## src/design/tgce_pkg.sv

```systemverilog
// Shared types, constants and the sine table for the turtle graphics command engine.
package tgce_pkg;

    localparam int CANVAS_SIZE_DEF = 512;
    localparam int QUEUE_DEPTH_DEF = 2;

    typedef enum logic [2:0] {
        OP_RESET     = 3'd0,
        OP_PEN_DOWN  = 3'd1,
        OP_PEN_UP    = 3'd2,
        OP_TURN      = 3'd3,
        OP_MOVE      = 3'd4
    } t_opcode;

    typedef enum logic [2:0] {
        K_NOP,
        K_RESET,
        K_PEN_DOWN,
        K_PEN_UP,
        K_TURN,
        K_MOVE
    } t_kind;

    typedef struct packed {
        t_kind              kind;
        logic signed [15:0] amount;
        logic [8:0]         turn_mod;   // amount reduced into 0..359
    } t_q_entry;

    localparam logic [9:0]  DEG_FULL    = 10'd360;
    localparam logic [9:0]  DEG_QUARTER = 10'd90;
    localparam logic [8:0]  DEG_HALF    = 9'd180;
    localparam logic [8:0]  DEG_3QTR    = 9'd270;

    // amount + MOD_OFFSET is non-negative and keeps the same residue mod 360
    localparam logic [16:0] MOD_OFFSET  = 17'd33120;
    localparam logic [30:0] RECIP_360   = 31'd11651;   // ceil(2^22 / 360)
    localparam int          RECIP_SHIFT = 22;

    localparam logic signed [15:0] Q14_ONE = 16'sd16384;

    localparam logic [14:0] QUARTER_SINE [0:90] = '{
        15'd0,     15'd286,   15'd572,   15'd857,   15'd1143,
        15'd1428,  15'd1713,  15'd1997,  15'd2280,  15'd2563,
        15'd2845,  15'd3126,  15'd3406,  15'd3686,  15'd3964,
        15'd4240,  15'd4516,  15'd4790,  15'd5063,  15'd5334,
        15'd5604,  15'd5872,  15'd6138,  15'd6402,  15'd6664,
        15'd6924,  15'd7182,  15'd7438,  15'd7692,  15'd7943,
        15'd8192,  15'd8438,  15'd8682,  15'd8923,  15'd9162,
        15'd9397,  15'd9630,  15'd9860,  15'd10087, 15'd10311,
        15'd10531, 15'd10749, 15'd10963, 15'd11174, 15'd11381,
        15'd11585, 15'd11786, 15'd11982, 15'd12176, 15'd12365,
        15'd12551, 15'd12733, 15'd12911, 15'd13085, 15'd13255,
        15'd13421, 15'd13583, 15'd13741, 15'd13894, 15'd14044,
        15'd14189, 15'd14330, 15'd14466, 15'd14598, 15'd14726,
        15'd14849, 15'd14968, 15'd15082, 15'd15191, 15'd15296,
        15'd15396, 15'd15491, 15'd15582, 15'd15668, 15'd15749,
        15'd15826, 15'd15897, 15'd15964, 15'd16026, 15'd16083,
        15'd16135, 15'd16182, 15'd16225, 15'd16262, 15'd16294,
        15'd16322, 15'd16344, 15'd16362, 15'd16374, 15'd16382,
        15'd16384
    };

    // Q2.14 sine of a whole-degree angle in 0..359, folded onto the first quadrant
    function automatic logic signed [15:0] sine_q14(input logic [8:0] deg);
        logic [8:0]  idx;
        logic        neg;
        logic [14:0] mag;
        if (deg <= DEG_QUARTER[8:0]) begin
            idx = deg;
            neg = 1'b0;
        end else if (deg <= DEG_HALF) begin
            idx = DEG_HALF - deg;
            neg = 1'b0;
        end else if (deg <= DEG_3QTR) begin
            idx = deg - DEG_HALF;
            neg = 1'b1;
        end else begin
            idx = DEG_FULL[8:0] - deg;
            neg = 1'b1;
        end
        mag = QUARTER_SINE[idx[6:0]];
        return neg ? -$signed({1'b0, mag}) : $signed({1'b0, mag});
    endfunction

endpackage

```

## src/design/tgce_cmd_if.sv

```systemverilog
// Command channel: valid/ready with opcode and amount.
interface tgce_cmd_if;
    logic               valid;
    logic               ready;
    logic [2:0]         opcode;
    logic signed [15:0] amount;

    modport source (output valid, opcode, amount, input ready);
    modport sink   (input valid, opcode, amount, output ready);
endinterface

```

## src/design/tgce_res_if.sv

```systemverilog
// Result channel: valid/ready with old and new coordinates, draw and pen flags.
interface tgce_res_if;
    logic               valid;
    logic               ready;
    logic               draw;
    logic signed [15:0] from_x;
    logic signed [15:0] from_y;
    logic signed [15:0] to_x;
    logic signed [15:0] to_y;
    logic               pen_is_down;

    modport source (output valid, draw, from_x, from_y, to_x, to_y, pen_is_down,
                    input ready);
    modport sink   (input valid, draw, from_x, from_y, to_x, to_y, pen_is_down,
                    output ready);
endinterface

```

## src/design/tgce_front.sv

```systemverilog
// Front end: accepts commands, classifies them and reduces turn angles mod 360.
module tgce_front
    import tgce_pkg::*;
(
    tgce_cmd_if.sink   i_cmd,
    output logic       o_push_valid,
    input  logic       i_push_ready,
    output t_q_entry   o_push_entry
);

    logic [16:0] w_u;
    logic [30:0] w_prod;
    logic [8:0]  w_quot;
    logic [16:0] w_rem;

    assign o_push_valid = i_cmd.valid;
    assign i_cmd.ready  = i_push_ready;

    // floor(u / 360) by reciprocal; exact over the whole offset range
    assign w_u    = {i_cmd.amount[15], i_cmd.amount} + MOD_OFFSET;
    assign w_prod = {14'd0, w_u} * RECIP_360;
    assign w_quot = w_prod[30:RECIP_SHIFT];
    assign w_rem  = w_u - {8'd0, w_quot} * {7'd0, DEG_FULL};

    always_comb begin
        case (i_cmd.opcode)
            OP_RESET:    o_push_entry.kind = K_RESET;
            OP_PEN_DOWN: o_push_entry.kind = K_PEN_DOWN;
            OP_PEN_UP:   o_push_entry.kind = K_PEN_UP;
            OP_TURN:     o_push_entry.kind = K_TURN;
            OP_MOVE:     o_push_entry.kind = K_MOVE;
            default:     o_push_entry.kind = K_NOP;
        endcase
        o_push_entry.amount   = i_cmd.amount;
        o_push_entry.turn_mod = w_rem[8:0];
    end

endmodule

```

## src/design/tgce_queue.sv

```systemverilog
// Short FIFO of classified commands between front end and back end.
module tgce_queue
    import tgce_pkg::*;
#(
    parameter int DEPTH = QUEUE_DEPTH_DEF
) (
    input  logic     i_clk,
    input  logic     i_rst_n,
    input  logic     i_push_valid,
    output logic     o_push_ready,
    input  t_q_entry i_push_entry,
    output logic     o_pop_valid,
    input  logic     i_pop_ready,
    output t_q_entry o_pop_entry
);

    localparam int PW = (DEPTH > 1) ? $clog2(DEPTH) : 1;
    localparam int CW = $clog2(DEPTH + 1);
    localparam logic [PW-1:0] PTR_LAST = PW'(DEPTH - 1);
    localparam logic [CW-1:0] CNT_FULL = CW'(DEPTH);

    t_q_entry      r_mem [DEPTH];
    logic [PW-1:0] r_wr_ptr, n_wr_ptr;
    logic [PW-1:0] r_rd_ptr, n_rd_ptr;
    logic [CW-1:0] r_count,  n_count;
    logic          w_push, w_pop;

    assign o_push_ready = (r_count != CNT_FULL);
    assign o_pop_valid  = (r_count != '0);
    assign o_pop_entry  = r_mem[r_rd_ptr];
    assign w_push       = i_push_valid && o_push_ready;
    assign w_pop        = o_pop_valid && i_pop_ready;

    always_comb begin
        n_wr_ptr = r_wr_ptr;
        n_rd_ptr = r_rd_ptr;
        n_count  = r_count;
        if (w_push) begin
            n_wr_ptr = (r_wr_ptr == PTR_LAST) ? '0 : r_wr_ptr + 1'b1;
        end
        if (w_pop) begin
            n_rd_ptr = (r_rd_ptr == PTR_LAST) ? '0 : r_rd_ptr + 1'b1;
        end
        case ({w_push, w_pop})
            2'b10:   n_count = r_count + 1'b1;
            2'b01:   n_count = r_count - 1'b1;
            default: n_count = r_count;
        endcase
    end

    always_ff @(posedge i_clk) begin
        if (!i_rst_n) begin
            r_wr_ptr <= '0;
            r_rd_ptr <= '0;
            r_count  <= '0;
        end else begin
            r_wr_ptr <= n_wr_ptr;
            r_rd_ptr <= n_rd_ptr;
            r_count  <= n_count;
        end
    end

    always_ff @(posedge i_clk) begin
        if (w_push) begin
            r_mem[r_wr_ptr] <= i_push_entry;
        end
    end

endmodule

```

## src/design/tgce_back.sv

```systemverilog
// Back end: turtle state, move arithmetic with saturation, and the result register.
module tgce_back
    import tgce_pkg::*;
#(
    parameter int CANVAS_SIZE = CANVAS_SIZE_DEF
) (
    input  logic       i_clk,
    input  logic       i_rst_n,
    input  logic       i_pop_valid,
    output logic       o_pop_ready,
    input  t_q_entry   i_pop_entry,
    tgce_res_if.source o_res
);

    localparam logic signed [31:0] HOME_POS = 32'(CANVAS_SIZE / 2) << 16;

    function automatic logic [8:0] cos_index(input logic [8:0] deg);
        logic [9:0] t;
        t = {1'b0, deg} + DEG_QUARTER;
        if (t >= DEG_FULL) begin
            t = t - DEG_FULL;
        end
        return t[8:0];
    endfunction

    function automatic logic signed [31:0] sat32(input logic signed [34:0] v);
        logic signed [31:0] s;
        if (v[34:31] == 4'b0000 || v[34:31] == 4'b1111) begin
            s = v[31:0];
        end else begin
            s = v[34] ? {1'b1, 31'd0} : {1'b0, {31{1'b1}}};
        end
        return s;
    endfunction

    // integer part, truncated toward zero
    function automatic logic signed [15:0] int_part(input logic signed [31:0] q);
        logic signed [15:0] hi;
        hi = q[31:16];
        if (q[31] && (q[15:0] != '0)) begin
            hi = hi + 16'sd1;
        end
        return hi;
    endfunction

    logic signed [31:0] r_pos_x, n_pos_x;
    logic signed [31:0] r_pos_y, n_pos_y;
    logic [8:0]         r_heading, n_heading;
    logic               r_pen, n_pen;
    logic signed [15:0] r_sin, r_cos;

    logic               r_out_valid;
    logic               r_draw, n_draw;
    logic               r_out_pen;
    logic signed [31:0] r_from_x, r_from_y, r_to_x, r_to_y;

    logic               w_fire;
    logic signed [31:0] w_prod_x, w_prod_y;
    logic signed [34:0] w_sum_x, w_sum_y;
    logic [9:0]         w_hsum;
    logic [8:0]         w_turned;

    assign w_fire      = i_pop_valid && (!r_out_valid || o_res.ready);
    assign o_pop_ready = w_fire;

    assign w_prod_x = r_sin * i_pop_entry.amount;
    assign w_prod_y = r_cos * i_pop_entry.amount;
    assign w_sum_x  = 35'(r_pos_x) + (35'(w_prod_x) <<< 2);
    assign w_sum_y  = 35'(r_pos_y) - (35'(w_prod_y) <<< 2);

    assign w_hsum   = {1'b0, r_heading} + {1'b0, i_pop_entry.turn_mod};
    assign w_turned = (w_hsum >= DEG_FULL) ? 9'(w_hsum - DEG_FULL) : w_hsum[8:0];

    always_comb begin
        n_pos_x   = r_pos_x;
        n_pos_y   = r_pos_y;
        n_heading = r_heading;
        n_pen     = r_pen;
        n_draw    = 1'b0;
        case (i_pop_entry.kind)
            K_RESET: begin
                n_pos_x   = HOME_POS;
                n_pos_y   = HOME_POS;
                n_heading = '0;
                n_pen     = 1'b1;
            end
            K_PEN_DOWN: n_pen = 1'b1;
            K_PEN_UP:   n_pen = 1'b0;
            K_TURN:     n_heading = w_turned;
            K_MOVE: begin
                n_pos_x = sat32(w_sum_x);
                n_pos_y = sat32(w_sum_y);
                n_draw  = r_pen;
            end
            default: ;
        endcase
    end

    always_ff @(posedge i_clk) begin
        if (!i_rst_n) begin
            r_pos_x     <= HOME_POS;
            r_pos_y     <= HOME_POS;
            r_heading   <= '0;
            r_pen       <= 1'b1;
            r_sin       <= '0;
            r_cos       <= Q14_ONE;
            r_out_valid <= 1'b0;
        end else if (w_fire) begin
            r_pos_x     <= n_pos_x;
            r_pos_y     <= n_pos_y;
            r_heading   <= n_heading;
            r_pen       <= n_pen;
            // trig of the new heading is ready for the next move
            r_sin       <= sine_q14(n_heading);
            r_cos       <= sine_q14(cos_index(n_heading));
            r_out_valid <= 1'b1;
        end else if (o_res.ready) begin
            r_out_valid <= 1'b0;
        end
    end

    always_ff @(posedge i_clk) begin
        if (w_fire) begin
            r_draw    <= n_draw;
            r_out_pen <= n_pen;
            r_from_x  <= r_pos_x;
            r_from_y  <= r_pos_y;
            r_to_x    <= n_pos_x;
            r_to_y    <= n_pos_y;
        end
    end

    assign o_res.valid       = r_out_valid;
    assign o_res.draw        = r_draw;
    assign o_res.pen_is_down = r_out_pen;
    assign o_res.from_x      = int_part(r_from_x);
    assign o_res.from_y      = int_part(r_from_y);
    assign o_res.to_x        = int_part(r_to_x);
    assign o_res.to_y        = int_part(r_to_y);

endmodule

```

## src/design/turtle_graphics_command_engine.sv

```systemverilog
// Top level of the turtle graphics command engine.
// A command accepted into the queue is executed from it once the result register is free
// or being taken, and its result is then held in the result register until taken.
// Throughput: one command per cycle while the result channel is ready; the back end
// updates heading and position unpipelined, with the heading's sine and cosine registered.
// Reset (synchronous, active low): queue empty, no result pending, turtle at the
// canvas center, heading 0, pen down.
module turtle_graphics_command_engine
    import tgce_pkg::*;
#(
    parameter int CANVAS_SIZE = CANVAS_SIZE_DEF,
    parameter int QUEUE_DEPTH = QUEUE_DEPTH_DEF
) (
    input  logic       i_clk,
    input  logic       i_rst_n,
    tgce_cmd_if.sink   i_cmd,
    tgce_res_if.source o_res
);

    logic     w_push_valid, w_push_ready;
    t_q_entry w_push_entry;
    logic     w_pop_valid, w_pop_ready;
    t_q_entry w_pop_entry;

    tgce_front u_front (
        .i_cmd        (i_cmd),
        .o_push_valid (w_push_valid),
        .i_push_ready (w_push_ready),
        .o_push_entry (w_push_entry)
    );

    tgce_queue #(
        .DEPTH (QUEUE_DEPTH)
    ) u_queue (
        .i_clk        (i_clk),
        .i_rst_n      (i_rst_n),
        .i_push_valid (w_push_valid),
        .o_push_ready (w_push_ready),
        .i_push_entry (w_push_entry),
        .o_pop_valid  (w_pop_valid),
        .i_pop_ready  (w_pop_ready),
        .o_pop_entry  (w_pop_entry)
    );

    tgce_back #(
        .CANVAS_SIZE (CANVAS_SIZE)
    ) u_back (
        .i_clk       (i_clk),
        .i_rst_n     (i_rst_n),
        .i_pop_valid (w_pop_valid),
        .o_pop_ready (w_pop_ready),
        .i_pop_entry (w_pop_entry),
        .o_res       (o_res)
    );

    // an empty queue always has room for a command
    a_empty_accepts: assert property (@(posedge i_clk) disable iff (!i_rst_n)
        !w_pop_valid |-> i_cmd.ready)
        else $error("queue empty but command channel not ready");

    // a new result only follows a command taken from the queue
    a_result_source: assert property (@(posedge i_clk) disable iff (!i_rst_n)
        (w_pop_valid && w_pop_ready) || !(o_res.valid && !$past(o_res.valid)) ||
        $past(w_pop_valid && w_pop_ready))
        else $error("result appeared without a dequeued command");

    // only a move can draw
    a_draw_move_only: assert property (@(posedge i_clk) disable iff (!i_rst_n)
        (w_pop_valid && w_pop_ready && w_pop_entry.kind != K_MOVE) |=> !o_res.draw)
        else $error("draw flag set for a non-move command");

    // the queue never pops what it does not hold
    a_pop_needs_data: assert property (@(posedge i_clk) disable iff (!i_rst_n)
        w_pop_ready |-> w_pop_valid)
        else $error("back end dequeued from an empty queue");

endmodule
```

## src/flat_wrapper.sv

```systemverilog
// flat-port wrapper written by rule: the top's interface ports become plain ports
module turtle_graphics_command_engine_flat import tgce_pkg::*;
#(
    parameter int CANVAS_SIZE = CANVAS_SIZE_DEF,
    parameter int QUEUE_DEPTH = QUEUE_DEPTH_DEF
)
  (i_clk, i_rst_n, i_cmd_valid, i_cmd_opcode, i_cmd_amount, i_cmd_ready, o_res_valid, o_res_draw, o_res_from_x, o_res_from_y, o_res_to_x, o_res_to_y, o_res_pen_is_down, o_res_ready);
  tgce_cmd_if i_cmd_i ();
  tgce_res_if o_res_i ();
  input  logic i_clk;
  input  logic i_rst_n;
  input wire logic [$bits(i_cmd_i.valid)-1:0] i_cmd_valid;
  input wire logic [$bits(i_cmd_i.opcode)-1:0] i_cmd_opcode;
  input wire logic [$bits(i_cmd_i.amount)-1:0] i_cmd_amount;
  output wire logic [$bits(i_cmd_i.ready)-1:0] i_cmd_ready;
  output wire logic [$bits(o_res_i.valid)-1:0] o_res_valid;
  output wire logic [$bits(o_res_i.draw)-1:0] o_res_draw;
  output wire logic [$bits(o_res_i.from_x)-1:0] o_res_from_x;
  output wire logic [$bits(o_res_i.from_y)-1:0] o_res_from_y;
  output wire logic [$bits(o_res_i.to_x)-1:0] o_res_to_x;
  output wire logic [$bits(o_res_i.to_y)-1:0] o_res_to_y;
  output wire logic [$bits(o_res_i.pen_is_down)-1:0] o_res_pen_is_down;
  input wire logic [$bits(o_res_i.ready)-1:0] o_res_ready;
  assign i_cmd_i.valid = i_cmd_valid;
  assign i_cmd_i.opcode = i_cmd_opcode;
  assign i_cmd_i.amount = i_cmd_amount;
  assign i_cmd_ready = i_cmd_i.ready;
  assign o_res_valid = o_res_i.valid;
  assign o_res_draw = o_res_i.draw;
  assign o_res_from_x = o_res_i.from_x;
  assign o_res_from_y = o_res_i.from_y;
  assign o_res_to_x = o_res_i.to_x;
  assign o_res_to_y = o_res_i.to_y;
  assign o_res_pen_is_down = o_res_i.pen_is_down;
  assign o_res_i.ready = o_res_ready;
  turtle_graphics_command_engine #(.CANVAS_SIZE(CANVAS_SIZE), .QUEUE_DEPTH(QUEUE_DEPTH)) u_core (.i_clk(i_clk), .i_rst_n(i_rst_n), .i_cmd(i_cmd_i), .o_res(o_res_i));
endmodule
```

## config.mk

```make
export PLATFORM = sky130hd
export DESIGN_NAME = turtle_graphics_command_engine_flat
export DESIGN_NICKNAME = d
export VERILOG_FILES = /design/src/design/tgce_pkg.sv /design/src/design/tgce_cmd_if.sv /design/src/design/tgce_res_if.sv /design/src/design/tgce_front.sv /design/src/design/tgce_queue.sv /design/src/design/tgce_back.sv /design/src/design/turtle_graphics_command_engine.sv /design/src/flat_wrapper.sv
export SDC_FILE = /design/constraint.sdc
export NUM_CORES = 2
export LEC_CHECK = 0
export BUFFER_PORTS_ARGS = -buffer_cell sky130_fd_sc_hd__buf_2
export CAP_MARGIN = 20
export CORE_MARGIN = 2
export CORE_UTILIZATION = 60
export CTS_CLUSTER_SIZE = 10
export DETAILED_ROUTE_END_ITERATION = 6
export PLACE_DENSITY_LB_ADDON = 0.2
export SYNTH_ARGS = -nofsm -noshare
export SYNTH_HDL_FRONTEND = slang
export SYNTH_SLANG_ARGS = --single-unit
```

## constraint.sdc

```tcl
create_clock -name i_clk -period 9.56 [get_ports i_clk]
set_input_delay 0 -clock i_clk [delete_from_list [all_inputs] [get_ports i_clk]]
set_output_delay 0 -clock i_clk [all_outputs]
set_load 0.005 [all_outputs]
```

==> Word-level counts from Yosys, hierarchy flattened <==
Memory sizes are Yosys's and may differ from the RTL's. A register that Yosys moved wholly into a read port is not among the register bits.
Index checks and enable logic that the tools add are counted.
W data, S select, Z words.
{ "op_classes": {"n_mul": 4, "shifts": 0, "muxes": 50, "magnitude_cmp": 10, "n_eq_ne": 14, "n_bitwise": 2, "n_div": 0, "add_sub_neg": 24, "n_reduce_logical": 22} }
{ "ops": {"columns": ["cell", "n"], "rows": [
  ["$mux W32", 4],
  ["$pmux W32 S2", 2],
  ["$mux W16", 6],
  ["$mux W7", 10],
  ["$add A16 B2 Y16 const B", 4],
  ["$mul A16 B16 Y32", 2],
  ["$reduce_bool A16 Y1", 4],
  ["$mux W15", 4],
  ["$mux W9", 4],
  ["$add A32 B34 Y35", 1],
  ["$sub A32 B34 Y35", 1],
  ["$neg A15 Y16", 2],
  ["$mul A17 B14 Y31 const B", 1],
  ["$ge A10 B9 Y1 const B", 2],
  ["$le A9 B7 Y1 const B", 2],
  ["$le A9 B8 Y1 const B", 2],
  ["$le A9 B9 Y1 const B", 2],
  ["$pmux W9 S2", 1],
  ["$sub A9 B9 Y9 const B", 2],
  ["$add A17 B16 Y17 const B", 1],
  ["$ge A8 B8 Y1 const B", 2],
  ["$mux W1", 16],
  ["$not A7 Y8", 2],
  ["$pmux W3 S5", 1],
  ["26 further kinds", 48]
]} }
{ "word_totals": {"wordCells": 145, "memories": 3, "romBits": 3840, "ram_bits": 56, "latch_bits": 0, "ff_bits": 241, "inputBits": 23} }
{ "mem_list": {"columns": ["memory", "depth", "word_bits", "read_ports", "rd_ports_with_merged_regs", "write_ports", "line", "text"], "rows": [
  ["(no name shown)", 128, 15, 1, 0, 0, "tgce_pkg.sv:82", "mag = QUARTER_SINE[idx[6:0]];"],
  ["(no name shown)", 128, 15, 1, 0, 0, "tgce_pkg.sv:82", null],
  ["u_core.u_queue.r_mem", 2, 28, 1, 1, 1, "tgce_queue.sv:22", "t_q_entry r_mem [DEPTH];"]
]} }

==> Longest topological paths before layout <==
{ "depth": {"depth_word": 21, "depth_mapped": 53, "depth_no_buf": 50} }

==> Hierarchy <==
From an unflattened synthesis, not the netlist that was laid out.
{ "unflattened": {"hier_cells": 5050, "hier_area_um2": 45368.5} }
{ "by_module_without_submodules": {"columns": ["module", "instances", "cells_each", "area_per_inst_um2"], "rows": [
  ["tgce_back", 1, 4552, 39351.5],
  ["tgce_front", 1, 387, 3769.9],
  ["tgce_queue", 1, 111, 2247.2]
]} }

==> Worst setup path after synthesis <==
No wires, ideal clock.
{ "synth_timing": {"kind": "flip-flop to flip-flop", "from": "register with a tool-made name", "to": "register u_core.u_back.r_pos_x[10]", "path_stages_with_launch": 53, "setup_ns": 0.125, "arrival_time_ns": 10.082, "t_required_ns": 9.435, "slack_ns": -0.648, "n_path_buf": 5, "path_cell_list": "dfxtp_1 buf_6 clkbuf_1 mux2_2 clkbuf_1 nand2_1 fa_1 inv_1 fa_1 ha_1 inv_1 fa_1 fa_1 fa_1 inv_1 ha_1 o21ai_0 a21boi_0 [... 17 more ...] ha_1 nand2_1 nor2_1 and3_1 o311ai_0 a21boi_0 o21ai_0 nand2b_1 a21oi_1 xnor2_1 and2_1 mux2i_1 a21oi_1 o21ai_0 or2_2 clkbuf_1 clkbuf_1 o21ai_0"} }
{ "synth_rtl": {"columns": ["item", "line", "text"], "rows": [
  ["to (signal assigned)", "tgce_back.sv:109", "r_pos_x <= n_pos_x;"],
  ["to (decl)", "tgce_back.sv:46", "logic signed [31:0] r_pos_x, n_pos_x;"]
]} }

==> flow_metrics.py <==
metrics = {
    "global_routing": {
        "grt.overflow.total": 0,
        "grt_pass1_vias": 38060,
        "grt_max_degree": 126,
        "grt.total_usage": 0.3295,
        "grt_pass1_wl_um": 203300,
        "antenna_found_initial": 1,
    },
    "sta": {
        "final_max_slew_viol_count": 0,
        "rsz0062_at_grt": "true",
        "finalSetupViolations": 0,
        "skew_ns": 0.04183,
        "tns_ns": 0,
        "relSlewSlack": 0.2918,
        "period_needed_ns": 9.484,
        "max_freq_mhz": 105.4,
        "period_share": 0.9921,
        "tightest_slew_ns": 1.055,
        "finalHoldViolations": 0,
    },
    "drt": {
        "wl_um": 128900,
        "drt_pass1_iterations": 7,
        "drt_iter0_markers": 3217,
        "drtAntennaViolNets": 0,
        "drc": 0,
        "vias_per_cell": 5.965,
        "via_count": 38175,
        "wl_per_cell_um": 20.14,
    },
    "floorplanning": {
        "initial_core_util": 0.6084,
        "die_width_um": 276.7,
        "coreArea_um2": 73330,
        "io_pins": 91,
        "fp.dieH_um": 276.7,
        "row_count": 99,
        "dieArea_um2": 76560,
    },
    "min_path": {
        "holdPathStages": 2,
        "hold_class": "input pin to flop",
        "worstHoldStart": "i_cmd_amount[9]",
        "hold_end": "u_core.u_queue.r_mem[0][18]$_DFFE_PP_",
    },
    "worst_setup_path": {
        "crit_fanout": 7,
        "rr_endpoint": "u_core.u_back.r_pos_x[13]$_SDFFE_PN0P_",
        "crit_slowest_cell": "fa_1",
        "ff2ff_path_depth": 52,
        "startpoint_type": "flop",
        "crit_type": "flop to flop",
        "critPathRequiredTime_ns": 10.03,
        "slowest_delay_ns": 0.54,
        "critPathCaptureType": "flop",
        "arrival_ns": 9.96,
        "reg2reg_slack_ns": 0.08,
    },
    "logic_synthesis": {
        "yosysMostFrequentCell": "inv_1",
        "synth_edf_count": 180,
        "yosysTopAreaCell": "fa_1",
        "yosysSeqAreaShare": 0.1714,
        "synth_area_um2": 44620,
        "avgSynthCellArea_um2": 8.920,
        "synth.area.top_cells": "fa_1, edfxtp_1, ha_1, inv_1, nand2_1",
        "ys_warn_count": 0,
        "synth_top_area_share": 0.2634,
        "synthCells": 5002,
        "synthTopCellsByCount": "inv_1, nand2_1, fa_1, ha_1, o21ai_0",
        "syn_nets": 6005,
        "yosys_register_bits": 292,
        "async_flop_share": 0,
        "synth.distinct_cells": 119,
        "ys_dominant_reg_cell": "edfxtp_1",
    },
    "clocking": {
        "cts.reportedPaths.clkPinSlew_ns": 0.06,
        "cts_inserted_buffers": 37,
        "clk_path_buf_depth": 3,
        "cts_root_buffer": "clkbuf_16",
        "cts.sinks": 292,
        "clock_latency_ns": 0.58,
        "ctsHtreeMaxLevel": 2,
        "cts_tree": "built",
    },
    "final_layout": {
        "post-route-util": 0.7094,
        "drive_above_1_share": 0.1862,
        "area_delta_synth_final_pct": 16.59,
        "num_antenna_cells": 0,
        "nFillCells": 5573,
        "num-nets-final": 6416,
        "multiInputGateArea_um2": 34510,
        "final-seq-area_um2": 7651,
    },
    "run": {
        "maxCapViolCount": 0,
    },
    "run_status": {
        "outcome": "complete, no violations",
    },
    "place": {
        "dp_hpwl_um": 98090,
        "port_buffers": 90,
        "gp_congestion": 0.9870,
    },
}
[kinds of logic (layout without fill, tap and decap cells)]
group                      Yosys count  after routing  share of synthesized area
and+or+nand+nor                   1440           1440                     0.1526
adders and majority gates          980            980                     0.3736
DFF                                292            292                     0.1714
buffers and inverters              976           1411                    0.08379
AOI/OAI and AO/OA                 1007           1008                     0.1524
xor gates and xnor gates           243            243                    0.04835
muxes                               64             67                    0.01781
[layout by cell type, fill, tap and decap left out, types with 30 or more instances in the layout]
| master | instances |
|---|---|
| a211oi_1 | 51 |
| a21o_1 | 61 |
| a21oi_1 | 163 |
| a21oi_2 | 36 |
| a31oi_1 | 35 |
| and2_1 | 203 |
| and3_1 | 30 |
| buf_2 | 91 |
| buf_4 | 427 |
| clkbuf_16 | 43 |
| dfxtp_1 | 111 |
| edfxtp_1 | 180 |
| fa_1 | 587 |
| ha_1 | 375 |
| inv_1 | 736 |
| nand2_1 | 620 |
| nand3_1 | 74 |
| nor2_1 | 210 |
| nor3_1 | 55 |
| o211ai_1 | 50 |
| o21ai_0 | 158 |
| o21ai_1 | 65 |
| o21ai_2 | 62 |
| or2_2 | 39 |
| xnor2_1 | 172 |
| xor2_1 | 59 |
[final cells by class]
| class | instances | share of cell area |
|---|---|---|
| sequential | 292 | 0.1471 |
| timing repair buffer | 591 | 0.08974 |
| clock inverter | 6 | 0.001684 |
| tap | 959 | 0.02307 |
| inverter | 753 | 0.05450 |
| clock buffer | 61 | 0.02054 |
| multi-input combinational | 3738 | 0.6634 |
[routing by layer]
layer,share of wire,GRT usage,vias to the layer above
met2,0.47,0.5350,1607
met1,0.42,0.4539,18745
met5,0.00010,0,-
met4,0.039,0.1164,2
met3,0.075,0.04640,309
li1,-,-,17512
[flip-flops by register name (all words and copies together) (netlist names), 2 cells and up, named ones only]
signal,count
u_core.u_queue.r_mem,50
u_core.u_back.r_from_y,32
u_core.u_back.r_to_x,32
u_core.u_back.r_cos,16
u_core.u_back.r_heading,9
u_core.u_back.r_from_x,32
u_core.u_back.r_pos_x,32
u_core.u_back.r_pos_y,32
u_core.u_back.r_to_y,32
u_core.u_queue.r_count,2
u_core.u_back.r_sin,16
[what timing repair did]
item | 4_1_cts | 5_1_grt
hold buffers | 23 | 0
pin swaps | 23 | 168
hold endpoints to repair | 46 | 0
setup buffers | 27 | 36
setup endpoints to repair | 125 | 141
resized for setup | 56 | 368
cloned | 7 | 6
[worst max-delay path, delay by kind of cell, from the launching register on]
| kind | cells | cell delay [ns] |
|---|---|---|
| multiplexers | 2 | 0.42 |
| AND/OR/NAND/NOR | 9 | 1.50 |
| buffers and inverters | 7 | 0.82 |
| flip-flops | 1 | 0.37 |
| AO/OA/AOI/OAI | 24 | 3.29 |
| XOR/XNOR | 2 | 0.27 |
| adder cells (fa/ha/maj) | 8 | 2.73 |
[how the worst max path moves through the flow]
stage                                                   to  slack [ns]  from  cells past startpoint
floorplan               u_core.u_back.r_to_x[22]$_DFFE_PP_       0.002  flop                     51
CTS                 u_core.u_back.r_pos_y[11]$_SDFFE_PN0P_       0.004  flop                     50
finish              u_core.u_back.r_pos_x[13]$_SDFFE_PN0P_        0.08  flop                     52
detailed placement       u_core.u_back.r_to_x[1]$_DFFE_PP_       -0.39  flop                     50
global route             u_core.u_back.r_to_x[0]$_DFFE_PP_       -0.52  flop                     52
global placement         u_core.u_back.r_to_x[0]$_DFFE_PP_        -0.1  flop                     50
[per-stage QoR]
stage / cell area [um^2] / setup WS (ns) / hold slack, ns / instances
6_report: 52020 / 0.07587 / 0.2712 / 6400
5_1_grt: 52020 / -0.5213 / 0.2734 / 6400
4_1_cts: 50520 / 0.003534 / 0.2572 / 6362
3_5_place_dp: 48680 / -0.3853 / 0.2497 / 6238
3_3_place_gp: 48680 / -0.09979 / 0.2508 / 6238
2_1_floorplan: 44660 / 0.002354 / 0.09887 / 5002
Power is left out: the tool's default activity adds up to more than one toggle a clock period on the data nets, which glitch-free logic cannot reach.
